File: config.mk
export PLATFORM = sky130hd
export DESIGN_NAME = page_bitmap_allocator_top
export DESIGN_NICKNAME = d
export VERILOG_FILES = /design/src/rtl/core/pba_pkg.sv /design/src/rtl/core/pba_bitmap.sv /design/src/rtl/core/pba_datapath.sv /design/src/rtl/core/pba_ctrl.sv /design/src/rtl/core/page_bitmap_allocator_top.sv
export SDC_FILE = /design/constraint.sdc
export NUM_CORES = 2
export LEC_CHECK = 0
export BUFFER_PORTS_ARGS = -buffer_cell sky130_fd_sc_hd__buf_2
export CAP_MARGIN = 20
export CORE_ASPECT_RATIO = 0.6
export CORE_MARGIN = 5
export CORE_UTILIZATION = 60
export DETAILED_ROUTE_END_ITERATION = 16
export PLACE_DENSITY = 0.76
export REMOVE_ABC_BUFFERS = 1
export SKIP_LAST_GASP = 1
export SLEW_MARGIN = 0
export SYNTH_ARGS = -nofsm -noshare
export SYNTH_HDL_FRONTEND = slang
export SYNTH_SLANG_ARGS = --single-unit
File: constraint.sdc
create_clock -name clk -period 11.7 [get_ports clk]
set_clock_uncertainty 0.1 [all_clocks]
set_input_delay 2.925 -clock clk [delete_from_list [all_inputs] [get_ports clk]]
set_output_delay 2.925 -clock clk [all_outputs]
set_load 0.02 [all_outputs]
File: src/rtl/core/pba_pkg.sv
// Shared constants, types and helpers for the page bitmap allocator.
package pba_pkg;

  localparam int NUM_PAGES = 4096;
  localparam int WORD_W    = 64;
  localparam int OFF_W     = $clog2(WORD_W);
  localparam int WORDS     = (NUM_PAGES + WORD_W - 1) / WORD_W;
  localparam int ADDR_W    = (WORDS > 1) ? $clog2(WORDS) : 1;
  localparam int CNT_W     = $clog2(NUM_PAGES + 1);
  localparam int POS_W     = (CNT_W + 1 > ADDR_W + OFF_W + 1) ? CNT_W + 1 : ADDR_W + OFF_W + 1;

  localparam int OP_W    = 2;
  localparam int PAGE_W  = 12;
  localparam int LEN_W   = 13;
  localparam int FOUND_W = 1;
  localparam int FREE_W  = 13;

  localparam int IN_OP_LSB    = 0;
  localparam int IN_START_LSB = IN_OP_LSB + OP_W;
  localparam int IN_LEN_LSB   = IN_START_LSB + PAGE_W;
  localparam int IN_BITS      = IN_LEN_LSB + LEN_W;
  localparam int IN_DATA_W    = ((IN_BITS + 7) / 8) * 8;

  localparam int OUT_FOUND_LSB = 0;
  localparam int OUT_PAGE_LSB  = OUT_FOUND_LSB + FOUND_W;
  localparam int OUT_FREE_LSB  = OUT_PAGE_LSB + PAGE_W;
  localparam int OUT_BITS      = OUT_FREE_LSB + FREE_W;
  localparam int OUT_DATA_W    = ((OUT_BITS + 7) / 8) * 8;

  typedef enum logic [OP_W-1:0] {
    OP_USE  = 2'd0,
    OP_FREE = 2'd1,
    OP_FIND = 2'd2,
    OP_NONE = 2'd3
  } op_t;

  typedef struct packed {
    logic load;
    logic rd;
    logic mark_wr;
    logic find_hit;
    logic find_next;
    logic find_skip;
    logic out_load;
  } pba_cmd_t;

  typedef struct packed {
    logic go_mark;
    logic go_find;
    logic mark_last;
    logic blk_used;
    logic blk_fit;
    logic skip_over;
    logic skip_same;
    logic out_busy;
  } pba_stat_t;

  function automatic logic [WORD_W-1:0] range_mask(input logic [OFF_W-1:0] lo,
                                                   input logic [OFF_W:0] hi);
    logic [WORD_W-1:0] m;
    m = '0;
    for (int i = 0; i < WORD_W; i++) begin
      m[i] = ((OFF_W+1)'(i) >= {1'b0, lo}) && ((OFF_W+1)'(i) < hi);
    end
    return m;
  endfunction

endpackage

File: src/rtl/core/pba_bitmap.sv
// Used-page bitmap memory with per-word valid flags that read as all used.
module pba_bitmap
  import pba_pkg::*;
(
  input  logic              clk,
  input  logic              rst_n,
  input  logic              rd_en,
  input  logic [ADDR_W-1:0] rd_addr,
  output logic [WORD_W-1:0] rd_data,
  input  logic              wr_en,
  input  logic [ADDR_W-1:0] wr_addr,
  input  logic [WORD_W-1:0] wr_data
);

  logic [WORD_W-1:0] mem [WORDS];
  logic [WORDS-1:0]  vld_r;
  logic [WORD_W-1:0] rd_word_r;
  logic              rd_vld_r;

  always_ff @(posedge clk) begin
    if (wr_en) begin
      mem[wr_addr] <= wr_data;
    end
    if (rd_en) begin
      rd_word_r <= mem[rd_addr];
    end
  end

  always_ff @(posedge clk) begin
    if (!rst_n) begin
      vld_r    <= '0;
      rd_vld_r <= 1'b0;
    end else begin
      if (wr_en) begin
        vld_r[wr_addr] <= 1'b1;
      end
      if (rd_en) begin
        rd_vld_r <= vld_r[rd_addr];
      end
    end
  end

  assign rd_data = rd_vld_r ? rd_word_r : '1;

endmodule

File: src/rtl/core/pba_datapath.sv
// Run bounds, word masks, free-page count and result register.
module pba_datapath
  import pba_pkg::*;
(
  input  logic                  clk,
  input  logic                  rst_n,
  input  logic [IN_DATA_W-1:0]  in_tdata,
  input  pba_cmd_t              cmd,
  output pba_stat_t             st,
  output logic                  mem_rd,
  output logic                  mem_wr,
  output logic [ADDR_W-1:0]     mem_addr,
  output logic [WORD_W-1:0]     mem_wdata,
  input  logic [WORD_W-1:0]     mem_rdata,
  output logic                  out_tvalid,
  input  logic                  out_tready,
  output logic [OUT_DATA_W-1:0] out_tdata
);

  localparam logic [POS_W-1:0] LIMIT = POS_W'(NUM_PAGES);
  localparam logic [POS_W-1:0] SPAN  = POS_W'(WORD_W);

  logic [OP_W-1:0]   in_op;
  logic [POS_W-1:0]  in_start;
  logic [POS_W-1:0]  in_len;
  logic [POS_W-1:0]  in_end;
  logic [POS_W-1:0]  in_end_clip;

  logic [POS_W-1:0]  s_r, e_r, len_r;
  logic [ADDR_W-1:0] w_r;
  logic              used_r;
  logic              found_r;
  logic [PAGE_W-1:0] fpage_r;
  logic [CNT_W-1:0]  free_r, free_nxt;
  logic              pend_r, pend_dec_r;
  logic [OFF_W:0]    pop_r;
  logic              out_tvalid_r;
  logic [OUT_DATA_W-1:0] out_tdata_r;

  logic [POS_W-1:0]  base, base_end, lo, hi, lo_rel, hi_rel, s_skip, e_skip;
  logic [WORD_W-1:0] mask, chg;

  assign in_op       = in_tdata[IN_OP_LSB +: OP_W];
  assign in_start    = POS_W'(in_tdata[IN_START_LSB +: PAGE_W]);
  assign in_len      = POS_W'(in_tdata[IN_LEN_LSB +: LEN_W]);
  assign in_end      = in_start + in_len;
  assign in_end_clip = (in_end > LIMIT) ? LIMIT : in_end;

  assign st.go_mark = ((in_op == OP_USE) || (in_op == OP_FREE)) && (in_start < in_end_clip);
  assign st.go_find = (in_op == OP_FIND) && (in_len != '0) && (in_len <= LIMIT);

  assign base     = POS_W'({w_r, {OFF_W{1'b0}}});
  assign base_end = base + SPAN;
  assign lo       = (s_r > base) ? s_r : base;
  assign hi       = (e_r < base_end) ? e_r : base_end;
  assign lo_rel   = lo - base;
  assign hi_rel   = hi - base;
  assign mask     = range_mask(lo_rel[OFF_W-1:0], hi_rel[OFF_W:0]);
  assign chg      = used_r ? (mask & ~mem_rdata) : (mask & mem_rdata);
  assign s_skip   = s_r + len_r;
  assign e_skip   = e_r + len_r;

  assign st.mark_last = (e_r <= base_end);
  assign st.blk_used  = |(mem_rdata & mask);
  assign st.blk_fit   = (e_r <= base_end);
  assign st.skip_over = (e_skip > LIMIT);
  assign st.skip_same = (s_skip[OFF_W +: ADDR_W] == w_r);
  assign st.out_busy  = out_tvalid_r && !out_tready;

  assign mem_rd    = cmd.rd;
  assign mem_wr    = cmd.mark_wr;
  assign mem_addr  = w_r;
  assign mem_wdata = used_r ? (mem_rdata | mask) : (mem_rdata & ~mask);

  always_comb begin
    free_nxt = free_r;
    if (pend_r) begin
      free_nxt = pend_dec_r ? (free_r - CNT_W'(pop_r)) : (free_r + CNT_W'(pop_r));
    end
  end

  always_ff @(posedge clk) begin
    if (cmd.load) begin
      used_r  <= (in_op == OP_USE);
      len_r   <= in_len;
      found_r <= 1'b0;
      fpage_r <= '0;
      if (in_op == OP_FIND) begin
        s_r <= '0;
        e_r <= in_len;
        w_r <= '0;
      end else begin
        s_r <= in_start;
        e_r <= in_end_clip;
        w_r <= in_start[OFF_W +: ADDR_W];
      end
    end
    if (cmd.mark_wr) begin
      pop_r      <= (OFF_W+1)'($countones(chg));
      pend_dec_r <= used_r;
      w_r        <= w_r + 1'b1;
    end
    if (cmd.find_next) begin
      w_r <= w_r + 1'b1;
    end
    if (cmd.find_skip) begin
      s_r <= s_skip;
      e_r <= e_skip;
      w_r <= s_skip[OFF_W +: ADDR_W];
    end
    if (cmd.find_hit) begin
      found_r <= 1'b1;
      fpage_r <= s_r[PAGE_W-1:0];
    end
    if (cmd.out_load) begin
      out_tdata_r <= OUT_DATA_W'({FREE_W'(free_nxt), fpage_r, found_r});
    end
  end

  always_ff @(posedge clk) begin
    if (!rst_n) begin
      free_r       <= '0;
      pend_r       <= 1'b0;
      out_tvalid_r <= 1'b0;
    end else begin
      free_r <= free_nxt;
      pend_r <= cmd.mark_wr;
      if (cmd.out_load) begin
        out_tvalid_r <= 1'b1;
      end else if (out_tready) begin
        out_tvalid_r <= 1'b0;
      end
    end
  end

  assign out_tvalid = out_tvalid_r;
  assign out_tdata  = out_tdata_r;

endmodule

File: src/rtl/core/pba_ctrl.sv
// Request sequencer for marking and searching the bitmap.
module pba_ctrl
  import pba_pkg::*;
(
  input  logic      clk,
  input  logic      rst_n,
  input  logic      in_tvalid,
  output logic      in_tready,
  input  pba_stat_t st,
  output pba_cmd_t  cmd
);

  typedef enum logic [5:0] {
    ST_IDLE = 6'b000001,
    ST_MRD  = 6'b000010,
    ST_MMOD = 6'b000100,
    ST_FRD  = 6'b001000,
    ST_FCHK = 6'b010000,
    ST_DONE = 6'b100000
  } state_t;

  state_t state_r, state_nxt;

  assign in_tready = (state_r == ST_IDLE);

  always_comb begin
    state_nxt = state_r;
    cmd       = '0;
    unique case (state_r)
      ST_IDLE: begin
        if (in_tvalid) begin
          cmd.load = 1'b1;
          priority if (st.go_mark) begin
            state_nxt = ST_MRD;
          end else if (st.go_find) begin
            state_nxt = ST_FRD;
          end else begin
            state_nxt = ST_DONE;
          end
        end
      end
      ST_MRD: begin
        cmd.rd    = 1'b1;
        state_nxt = ST_MMOD;
      end
      ST_MMOD: begin
        cmd.mark_wr = 1'b1;
        state_nxt   = st.mark_last ? ST_DONE : ST_MRD;
      end
      ST_FRD: begin
        cmd.rd    = 1'b1;
        state_nxt = ST_FCHK;
      end
      ST_FCHK: begin
        priority if (!st.blk_used && st.blk_fit) begin
          cmd.find_hit = 1'b1;
          state_nxt    = ST_DONE;
        end else if (!st.blk_used) begin
          cmd.find_next = 1'b1;
          state_nxt     = ST_FRD;
        end else if (st.skip_over) begin
          state_nxt = ST_DONE;
        end else begin
          cmd.find_skip = 1'b1;
          state_nxt     = st.skip_same ? ST_FCHK : ST_FRD;
        end
      end
      ST_DONE: begin
        if (!st.out_busy) begin
          cmd.out_load = 1'b1;
          state_nxt    = ST_IDLE;
        end
      end
      default: begin
        state_nxt = ST_IDLE;
      end
    endcase
  end

  always_ff @(posedge clk) begin
    if (!rst_n) begin
      state_r <= ST_IDLE;
    end else begin
      state_r <= state_nxt;
    end
  end

endmodule

File: src/rtl/core/page_bitmap_allocator_top.sv
// Top level of the page bitmap allocator with aligned first-fit search.
//
//   channel  dir  handshake             word
//   in_      in   in_tvalid/in_tready   op, start_page, run_length
//   out_     out  out_tvalid/out_tready found, found_page, free_pages
//
// Mark: a read and a write per 64-page word touched by the run, plus accept and finish.
// Find: a read and a check per word read, a recheck per start retested in a held word, plus accept and finish.
// One request at a time; the word read-modify-write on the bitmap port sets the pace.
// Reset marks every page used through per-word valid flags; no clearing pass.
// A held result stalls only the finish of the next request, not its acceptance.
module page_bitmap_allocator_top
  import pba_pkg::*;
(
  input  logic                  clk,
  input  logic                  rst_n,
  input  logic                  in_tvalid,
  output logic                  in_tready,
  input  logic [IN_DATA_W-1:0]  in_tdata,   // op[1:0], start_page[13:2], run_length[26:14]
  output logic                  out_tvalid,
  input  logic                  out_tready,
  output logic [OUT_DATA_W-1:0] out_tdata   // found[0], found_page[12:1], free_pages[25:13]
);

  pba_cmd_t          cmd;
  pba_stat_t         st;
  logic              mem_rd;
  logic              mem_wr;
  logic [ADDR_W-1:0] mem_addr;
  logic [WORD_W-1:0] mem_wdata;
  logic [WORD_W-1:0] mem_rdata;

  pba_ctrl u_ctrl (
    .clk       (clk),
    .rst_n     (rst_n),
    .in_tvalid (in_tvalid),
    .in_tready (in_tready),
    .st        (st),
    .cmd       (cmd)
  );

  pba_datapath u_dp (
    .clk        (clk),
    .rst_n      (rst_n),
    .in_tdata   (in_tdata),
    .cmd        (cmd),
    .st         (st),
    .mem_rd     (mem_rd),
    .mem_wr     (mem_wr),
    .mem_addr   (mem_addr),
    .mem_wdata  (mem_wdata),
    .mem_rdata  (mem_rdata),
    .out_tvalid (out_tvalid),
    .out_tready (out_tready),
    .out_tdata  (out_tdata)
  );

  pba_bitmap u_map (
    .clk     (clk),
    .rst_n   (rst_n),
    .rd_en   (mem_rd),
    .rd_addr (mem_addr),
    .rd_data (mem_rdata),
    .wr_en   (mem_wr),
    .wr_addr (mem_addr),
    .wr_data (mem_wdata)
  );

endmodule
==> metrics.txt <==
outcome finished, final reports clean; Sw Pwr between 9 and 10 mW; Reg area between 100000 and 150000 sq um; top cells by area, synth edfxtp_1, a22oi_1, a41oi_1; remaining antenna violation count 0; Core Area between 200000 and 300000 sq um; clk slew on worst S/H paths 0.08 ns; number of global-route vias before repair roughly 97k; fin crit share roughly nine tenths; unrepaired setup endpoints after global routing false; Pint 26.7 mW; final wirelength 552000 microns; syn avg cell area approximately 17 sq um; Clock Latency Late Sink 0.93 ns; Num CTS Buffers about 370; Main synth FF type edfxtp_1; Leak Pwr 55.8 nW; mapped cell area between 150000 and 200000 sq um; H-tree lvl count 5; CP startpoint u_dp.mem_addr[0]; worst setup path class reg -> reg; CP max stage cell edfxtp_1; Syn Inst Count around 9.4k; Final nets 9853; Hold Buf Count CTS 0; Post-DP HPWL approximately 290000 microns; FMAX approximately 0.096 GHz; top-area cell type share of the netlist area 77.8%; CTS Buffer Depth 4; Initial Utilization roughly three fifths; grt ovf 0; Total Routing Usage GR between 30% and 40%; Clock Sinks about 4.3k; FILL cells between 15k and 20k; FF-to-FF End u_dp.pop_r[6]; CTS root buf clkbuf_16; post-synth cell types between 80 and 90; sw frac 27.0%; combinational share of power a little under a fifth; Max-cap violations 0; Slew Limit Fails 0; Clk network pwr share between 30% and 40%; largest net degree at the start of global routing about 130; fin crit period a little over 10 ns; Worst Path Required ~12 ns; antenna violations before repair 19; final hold violation count 0; most common cell in the netlist edfxtp_1; Worst-Margin Slew approximately 1.3 ns; fin util 67.3%; area delta synth->final 11.3%; DR vias a little over 100k; fraction of layout cells with a size suffix above 1 between 10% and 20%; cell taking the most area after synthesis edfxtp_1; Worst path most repeated cell fa_1; Syn. warnings 0; register area share after synthesis approximately 79%; Pwr per Cell Area ~200 nW/um^2; first-pass GRT wire length between 700000 and 800000 microns; slowest stage delay, CP roughly 0.74 ns; sequential share of power roughly 49%; drt drc 0; Fin Setup TNS 0 ns; routability cong. roughly 0.99; R2R depth 32; port bufs 58; CP endpoint kind flip-flop; flops & latches, synth 4341; reg2reg start u_dp.mem_addr[0]; Initial DRC Count ~21k; Worst Hold Class reg -> reg; Routed WL per cell around 40 microns; CP arrival 10.95 ns; crit path capture u_dp.pop_r[6]; Rows about 150; Commonest cells post-synth edfxtp_1, a22oi_1, clkbuf_1; R2R Setup Slk approximately 1.3 ns; postcts setup bufs 0; Peak supply drop around 0.94 mV; DRT Pass-1 Iters 12; Die Y roughly 420 microns; number of synthesized flops with an enable pin between 4k and 5k; number of setup violations in the final report 0; TritonCTS clock tree done; Slew HR around an eighth; mean number of vias per cell roughly 7.7; Die ar. about 280000 sq um; critical path fanouts, max 23; Die Wd between 600 and 700 microns; startpoint types flip-flop; I/O pin cnt 70; cts repair resizes 0; Multi-input gate area roughly 33000 sq um; Async SR Flop Fraction 0%
-- power by group through the flow --
stage | Combinational (mW) | Sequential [mW] | Clock [mW]
6_report | 6.65 | 17.9 | 12.0
5_1_grt | 7.22 | 17.9 | 12.7
4_1_cts | 6.51 | 17.9 | 12.0
3_5_place_dp | 6.46 | 18.2 | 0
3_3_place_gp | 6.63 | 18.2 | 0
2_1_floorplan | 4.78 | 18.3 | 0
-- cells in the final DEF, fill, tap and decap left out, types with 106 or more instances in the layout --
cell type	synthesis	routed
nand4_1	148	148
nand3_1	120	114
xnor2_1	106	106
a41oi_1	226	226
buf_4	11	323
inv_1	147	147
a22o_1	167	167
a21oi_1	224	189
clkbuf_16	0	368
a22oi_1	1766	1766
ha_1	119	119
nand2_1	151	149
nor2_1	238	177
edfxtp_1	4254	4254
a221oi_1	168	168
a31oi_1	198	180
-- per-layer routing --
| layer | global-route usage, % | wire, microns |
|---|---|---|
| met5 | 0 | 120 |
| met4 | 16.5 | 30000 |
| met3 | 14.9 | 102000 |
| met2 | 51.9 | 228000 |
| met1 | 53.9 | 192000 |
-- metrics by stage --
step           total power, mW  instances  worst slack, ns  hold WS (ns)  area, sq um
6_report                  36.6      13500             1.32         0.258       183000
5_1_grt                   37.8      13500            0.879         0.268       183000
4_1_cts                   36.4      13500             1.47         0.253       183000
3_5_place_dp              24.7      12900             1.49         0.308       171000
3_3_place_gp              24.9      12800             1.39         0.312       171000
2_1_floorplan             23.1       8846           -24.91         0.300       162000
-- state kept, by name (all words and copies together) (netlist names), 13 cells and up --
| signal | flops |
|---|---|
| u_dp.e_r | 14 |
| u_dp.len_r | 13 |
| u_map.mem | 4096 |
| u_dp.free_r | 13 |
| u_map.vld_r | 64 |
| u_dp.out_tdata | 26 |
| u_map.rd_word_r | 64 |
| u_dp.s_r | 14 |
-- critical path: cells and delay by family (launching register included) --
family | cells | cell delay (ns)
adders and majority gates | 10 | 4.41
xor gates and xnor gates | 1 | 0.22
buffers and inverters | 8 | 1.11
DFF | 1 | 0.74
AOI/OAI and AO/OA | 5 | 1.51
and+or+nand+nor | 8 | 2.07
-- final cells by class --
cell class                      instances  area share [%]
Clock buffer                          450            5.25
Sequential cell                      4341            70.8
Clock inverter                        203            1.04
Multi-Input combinational cell       4350            18.1
Timing Repair Buffer                  421            1.95
Inverter                              155           0.320
Tap cell                             3600            2.46
Antenna cell                           13          0.0178
-- cells by family after synthesis --
family / share of synthesized area (%)
DFF: 78.8
AOI/OAI and AO/OA: 13.8
and+or+nand+nor: 3.07
buffers and inverters: 1.78
adders and majority gates: 1.69
xor gates and xnor gates: 0.656
muxes: 0.199
other: 0.00228
-- worst min-delay path by stage --
stage,from,end,depth (start not counted)
after floorplan,u_dp.fpage_r[9],u_dp.out_tdata[10],0
final,u_dp.fpage_r[9],u_dp.out_tdata[10],0
after CTS,u_dp.fpage_r[9],u_dp.out_tdata[10],0
after global placement,u_dp.fpage_r[9],u_dp.out_tdata[10],0
after detailed placement,u_dp.fpage_r[6],u_dp.out_tdata[7],0
after global routing,u_dp.fpage_r[5],u_dp.out_tdata[6],0
No activity file was read; power rests on OpenSTA's default activity.
